**src/sem_pkg.sv**
```systemverilog
`timescale 1ns / 1ps

package sem_pkg;

    localparam int MAX_WIDTH  = 1024;
    localparam int MAX_HEIGHT = 1024;

    localparam int DIM_W  = 11;
    localparam int COL_W  = $clog2(MAX_WIDTH);
    localparam int POS_W  = $clog2(MAX_WIDTH * MAX_HEIGHT) + 1;
    localparam int CH_W   = 8;
    localparam int PIX_W  = 3 * CH_W;
    localparam int ROW_W  = 2 * PIX_W;
    localparam int SQ_W   = 21;
    localparam int ADDR_W = 3;

    localparam logic [DIM_W-1:0] WIDTH_RST  = DIM_W'(MAX_WIDTH);
    localparam logic [DIM_W-1:0] HEIGHT_RST = DIM_W'(MAX_HEIGHT);

    localparam logic REG_WIDTH  = 1'b0;
    localparam logic REG_HEIGHT = 1'b1;

    localparam logic [SQ_W-1:0] ROOT_SAT = SQ_W'(65280);
    localparam logic [CH_W-1:0] CH_MAX   = CH_W'(255);

    typedef struct packed {
        logic busy;
        logic done;
    } t_root_sts;

    // zero acts as one, anything above the maximum acts as the maximum
    function automatic logic [DIM_W-1:0] eff_dim(input logic [DIM_W-1:0] v,
                                                 input logic [DIM_W-1:0] maxv);
        logic [DIM_W-1:0] r;
        r = v;
        if (v == '0) begin
            r = DIM_W'(1);
        end else if (v > maxv) begin
            r = maxv;
        end
        return r;
    endfunction

endpackage

```
**src/sem_root.sv**
```systemverilog
`timescale 1ns / 1ps

module sem_root (
    input  logic                      i_clk,
    input  logic                      i_rst_n,
    input  logic                      i_start,
    input  logic [sem_pkg::SQ_W-1:0]  i_val,
    output logic [sem_pkg::CH_W-1:0]  o_root,
    output sem_pkg::t_root_sts        o_sts
);

    logic [sem_pkg::SQ_W-1:0] r_v;
    logic [sem_pkg::CH_W-1:0] r_k;
    logic [2:0]               r_step;
    logic                     r_busy;
    logic                     r_done;
    logic [sem_pkg::CH_W-1:0] t_try;
    logic [2*sem_pkg::CH_W-1:0] t_sq;
    logic [2*sem_pkg::CH_W:0]   k_lim;

    // one result bit per cycle, most significant first
    assign t_try = r_k | (sem_pkg::CH_W'(1) << r_step);
    assign t_sq  = t_try * t_try;
    assign k_lim = (2*sem_pkg::CH_W+1)'(r_k) * (2*sem_pkg::CH_W+1)'(r_k)
                 + (2*sem_pkg::CH_W+1)'(r_k);

    always_ff @(posedge i_clk) begin
        if (!i_rst_n) begin
            r_busy <= 1'b0;
            r_done <= 1'b0;
        end else if (i_start) begin
            r_busy <= 1'b1;
            r_done <= 1'b0;
        end else if (r_busy && r_step == 3'd0) begin
            r_busy <= 1'b0;
            r_done <= 1'b1;
        end
    end

    always_ff @(posedge i_clk) begin
        if (i_start) begin
            r_v    <= i_val;
            r_k    <= '0;
            r_step <= 3'd7;
        end else if (r_busy) begin
            if (sem_pkg::SQ_W'(t_sq) <= r_v) begin
                r_k <= t_try;
            end
            r_step <= r_step - 3'd1;
        end
    end

    always_comb begin
        if (r_v > sem_pkg::ROOT_SAT) begin
            o_root = sem_pkg::CH_MAX;
        end else if (r_v > sem_pkg::SQ_W'(k_lim)) begin
            o_root = r_k + sem_pkg::CH_W'(1);
        end else begin
            o_root = r_k;
        end
    end

    assign o_sts.busy = r_busy;
    assign o_sts.done = r_done;

endmodule

```
**config.mk**
```make
export PLATFORM = sky130hd
export DESIGN_NAME = sem_root
export DESIGN_NICKNAME = d
export VERILOG_FILES = /design/src/sem_pkg.sv /design/src/sem_root.sv
export SDC_FILE = /design/constraint.sdc
export NUM_CORES = 1
export LEC_CHECK = 0
export ABC_CLOCK_PERIOD_IN_PS = 8700
export BUFFER_PORTS_ARGS = -buffer_cell sky130_fd_sc_hd__buf_2
export CAP_MARGIN = 20
export CORE_MARGIN = 8
export CORE_UTILIZATION = 50
export CTS_BUF_LIST = sky130_fd_sc_hd__clkbuf_4 sky130_fd_sc_hd__clkbuf_8
export DETAILED_ROUTE_END_ITERATION = 7
export GPL_TIMING_DRIVEN = 1
export PLACE_DENSITY = 0.68
export SYNTH_ARGS = -nofsm -noshare
export SYNTH_HDL_FRONTEND = slang
export SYNTH_SLANG_ARGS = --single-unit
```
**constraint.sdc**
```tcl
create_clock -name i_clk -period 8.7 [get_ports i_clk]
set_clock_uncertainty 0.05 [all_clocks]
set_input_delay 1.74 -clock i_clk [delete_from_list [all_inputs] [get_ports i_clk]]
set_output_delay 1.74 -clock i_clk [all_outputs]
set_load 0.005 [all_outputs]
```
# After elaboration in Yosys (flattened, before gate mapping)
# Cells that the tools add are included.
# word_totals
reg_bits	34
latchBits	0
mem_bits_rw	0
romBits	0
in_bits	24
word_cells	25
n_memories	0
# classes
addsub	3
mul	2
n_div	0
n_lt_le_gt_ge	3
eq_ne	0
shifts	1
n_mux	4
bitwise	2
n_reduce_logical	5
# op_table
operator	count
$mul A8 B8 Y16	2
$gt A21 B16 Y1 const B	1
$gt A21 B17 Y1	1
$le A16 B21 Y1	1
$add A16 B8 Y17	1
$mux W8	2
$add A8 B1 Y8 const B	1
$or A8 B8 Y8	1
$shl A1 B3 Y8 const A	1
$logic_not A3 Y1	1
$sub A3 B1 Y3 const B	1
$mux W1	2
$reduce_and A2 Y1	1
$reduce_bool A2 Y1	1
$reduce_or A2 Y1	1
$logic_and A1 B1 Y1	1
$not A1 Y1	1

# Logic depth before layout (Yosys ltp)
# depth
depth_word	5
depth_mapped	27

# Worst setup path after synthesis
# Ideal clock, no wire load.
# synth_timing
kind	reg2out
from	register r_k[0] (netlist name)
to	output o_root[6] (netlist name)
t_arrival_ps	5843
required_time_ps	6910
slack_ps	1067
stages_incl_launch_ff	25
cell_sequence	dfxtp_1 clkbuf_1 and2_1 inv_1 fa_1 fa_1 inv_1 ha_1 inv_1 fa_1 inv_1 fa_1 a211oi_1 o21ai_0 a211oi_1 nor2_1 a311oi_1 xnor2_1 ha_1 nand4_1 nor4_2 nand4b_1 o21a_4 nand4_1 mux2i_1
# synth_between
elab_chain_len	5
word_cells_on_any_way	6
cone_classes	2 x add/sub; 1 x mul; 1 x order compare; 2 x mux
# synth_rtl
item	line	source
from (decl)	sem_root.sv:13	logic [sem_pkg::CH_W-1:0] r_k;
from (signal assigned)	sem_root.sv:47	r_k <= t_try;
$mul A8 B8 Y16	sem_root.sv:24	assign k_lim = (2*sem_pkg::CH_W+1)'(r_k) * (2*sem_pkg::CH_W+1)'(r_k)
$add A16 B8 Y17	sem_root.sv:25	+ (2*sem_pkg::CH_W+1)'(r_k);
$gt A21 B17 Y1	sem_root.sv:56	end else if (r_v > sem_pkg::SQ_W'(k_lim)) begin
$mux W8 (*)	sem_root.sv:56	
$mux W8 (*)	sem_root.sv:54	if (r_v > sem_pkg::ROOT_SAT) begin
to (decl)	sem_root.sv:8	output logic [sem_pkg::CH_W-1:0] o_root,
# Every way passes the cells marked *; elsewhere a longest branch is shown, timed or not.

# Worst setup path after layout
# layout_timing
from	register r_k[0] (netlist name)
to	output o_root[2] (netlist name)
# Same word-level chain as after synthesis.

==> reports/metrics.yaml <==
yosys:
  synth_top_area_share: 0.218
  syn-cell-area_mm2: 0.00573
  ys_ff_latch: 34
  ys_seq_area_frac: 0.155
  ys_warn_count: 0
  yosys_most_used_dff: "edfxtp_1"
  synth_fp_nets: 832
  synth_edf_count: 21
  ys_types: 58
  synth_area_leader_cell: "ha_1"
  ys_top_cells_by_area: "ha_1 22%, fa_1 20%, edfxtp_1 11%"
  synthCells: 650
  async_reset_ff_frac: 0
  avgSynthCellArea_um2: 8.82
die:
  rows: 39
  die_area_mm2: 0.0152
  fp.dieH_um: 123
  start_util: 0.507
  core_mm2: 0.0113
  io_pins: 34
  dieWidth_um: 123
route:
  wl_per_cell_um: 15.3
  dr.pass1.iters: 5
  drtIter0Drc: 252
  vias: 4534
  vias_per_cell: 5.48
  drc: 0
  drt-total-wl_um: 12700
  wl_met2_um: 6140
  wl_met1_um: 5880
  highest_layer: "met4"
  postRouteAntennaNets: 0
  wl_met3_um: 493
placed_design:
  dp_hpwl_um: 10600
  routabilityCongestion: 0.893
  port-buffer-count: 33
  place_area_mm2: 0.00606
worst_setup_path:
  rr_worst_depth: 25
  crit_slowest_cell: "fa_1"
  cp-start-kind: "register"
  worst_setup_path_end_kind: "primary output"
  cp.arrival_ns: 6.59
  r2r_slack_ns: 1.54
  worstPathMaxFanout: 12
  r2r-start: "r_step[0]"
  path_class: "register to primary output"
  r2r_end: "r_k[2]"
  crit_required_ns: 6.91
  slowest_delay_ns: 0.54
job:
  maxCapViolations: 0
sta:
  rsz0062_at_grt: "no"
  final.setup.tns_ns: 0
  hold_viol_final: 0
  setup_viol: 0
  fmax_mhz: 119
  slew_violations: 0
  post-route-period-util: 0.963
  period_minus_slack_ns: 8.38
  holdWs_ns: 0.469
  relSlewSlack: 0.427
  tightest_slew_ns: 0.859
global_route:
  grt-ovfl-total: 0
  antenna_found_initial: 0
  grt_usage: 0.181
  grt_max_degree: 35
  grt_pass1_vias: 4793
  grt_pass1_wl_um: 22200
min_path:
  hold_start: "r_done"
  hold_class: "register to register"
  min_path_cells: 2
  holdPathEnd: "r_done"
power_and_ir_drop:
  p_total_mw: 0.485
  p_per_area_mw_per_mm2: 77.7
  p_leak_nw: 3.21
  vdd_ir_drop_max_mv: 0.100
clock_tree:
  clk_latency_ns: 0.31
  cts_tree: "done"
  cts_made_buffers: 5
  clk_pin_slew_worst_paths_ns: 0.09
  cts_root_buf: "clkbuf_8"
  htree_levels: 2
  cts.sink_count: 34
  cts_hold_buf: 0
  clock_path_buffers: 2
outcome:
  outcome: "finished clean"
final_layout:
  fin_nets: 865
  post-route-cell-area_mm2: 0.00624
  drive_gt1_frac: 0.108
  areaGrowthSynthToFinish_pct: 8.79
  fill_cells: 1041
  num_antenna_cells: 0
layout make-up:
class                           count  area, µm²  area share
Timing Repair Buffer               41        225      0.0361
Clock buffer                        5       68.8      0.0110
Multi-Input combinational cell    470       4310       0.690
Sequential cell                    34        898       0.144
Inverter                          131        492      0.0788
Clock inverter                      3       68.8      0.0110
Tap cell                          143        179      0.0287
what timing repair did:
action                                  CTS  global route
resized for setup                         0             9
endpoints found under the setup margin    0             8
setup buffers                             0             1
metal layers:
layer / up-vias / GRT usage
met5: - / 0
met4: 0 / 0.0467
met3: 17 / 0.0233
met2: 100 / 0.315
met1: 2205 / 0.233
li1: 2212 / -
critical path, delay by kind of cell, from the launching register on:
family | cells | cell delay (ns)
xor gates and xnor gates | 2 | 0.29
AOI/OAI and AO/OA | 5 | 1.20
buffers and inverters | 6 | 0.59
DFF | 1 | 0.47
adders and majority gates | 6 | 2.61
and+or+nand+nor | 6 | 1.13
cells in the mapped netlist, drive strengths merged (2+ instances only):
library cell  count
nor2b             6
inv             131
mux2i             4
o21bai            5
nor2             55
edfxtp           21
nor4              4
o31ai             2
ha              100
and2             13
fa               58
a31oi             4
dfxtp            13
or2               8
buf               3
a211oi            5
nor3             12
nand3b            3
nand2            30
a21oi            35
xnor2            22
clkbuf           12
o2111ai           2
o21ai            20
nor3b             3
a21boi            2
o211ai            3
xor2             10
nand2b            6
nand4            11
a21o             10
o21a             11
nand3             7
and3              3
cell families (layout without fill, tap and decap cells):
| logic type | count (synthesis) | after routing | synth area share |
|---|---|---|---|
| muxes | 5 | 5 | 0.00895 |
| AOI/OAI and AO/OA | 109 | 109 | 0.124 |
| and+or+nand+nor | 166 | 166 | 0.145 |
| buffers and inverters | 146 | 180 | 0.0971 |
| adders and majority gates | 158 | 158 | 0.421 |
| DFF | 34 | 34 | 0.155 |
| xor gates and xnor gates | 32 | 32 | 0.0489 |
layout by cell type (no fill, tap or decap), drive strengths merged, types with 7 or more instances in the layout:
cell	Yosys	final
nand3	7	7
o21ai	20	20
o21a	11	11
edfxtp	21	21
nand2	30	30
fa	58	58
a21oi	35	35
dfxtp	13	13
xnor2	22	22
or2	8	8
a21o	10	10
and2	13	13
xor2	10	10
nand4	11	11
nor2	55	55
ha	100	100
nor3	12	12
buf	3	41
inv	131	131
where the power goes:
group	leakage, nW	internal [mW]	total, mW	switching [mW]
Sequential	0.314	0.182	0.193	0.0109
Combinational	2.83	0.0452	0.107	0.0620
Clock	0.0683	0.115	0.184	0.0696
how the worst max path moves through the flow:
stage,startpoint,endpoint,slack (ns),cells after the start
5_1_grt,r_k[0],o_root[2],0.01,25
2_1_floorplan,r_k[0],o_root[6],1.07,24
4_1_cts,r_k[0],o_root[7],0.15,24
3_5_place_dp,r_k[0],o_root[7],0.51,24
6_report,r_k[0],o_root[2],0.32,25
3_3_place_gp,r_k[0],o_root[7],0.68,24
state kept, by name, summed over array words and instances, names as in the netlist:
signal	count
r_k	8
r_v	21
r_step	3
r_busy	1
r_done	1
metrics by stage:
step | worst slack (ns) | std cells | utilization
6_report | 0.322 | 827 | 0.551
5_1_grt | 0.0122 | 827 | 0.551
4_1_cts | 0.145 | 825 | 0.547
3_5_place_dp | 0.506 | 817 | 0.535
3_3_place_gp | 0.678 | 817 | 0.535
2_1_floorplan | 1.07 | 650 | -
Power figures use the tool's default switching activity.
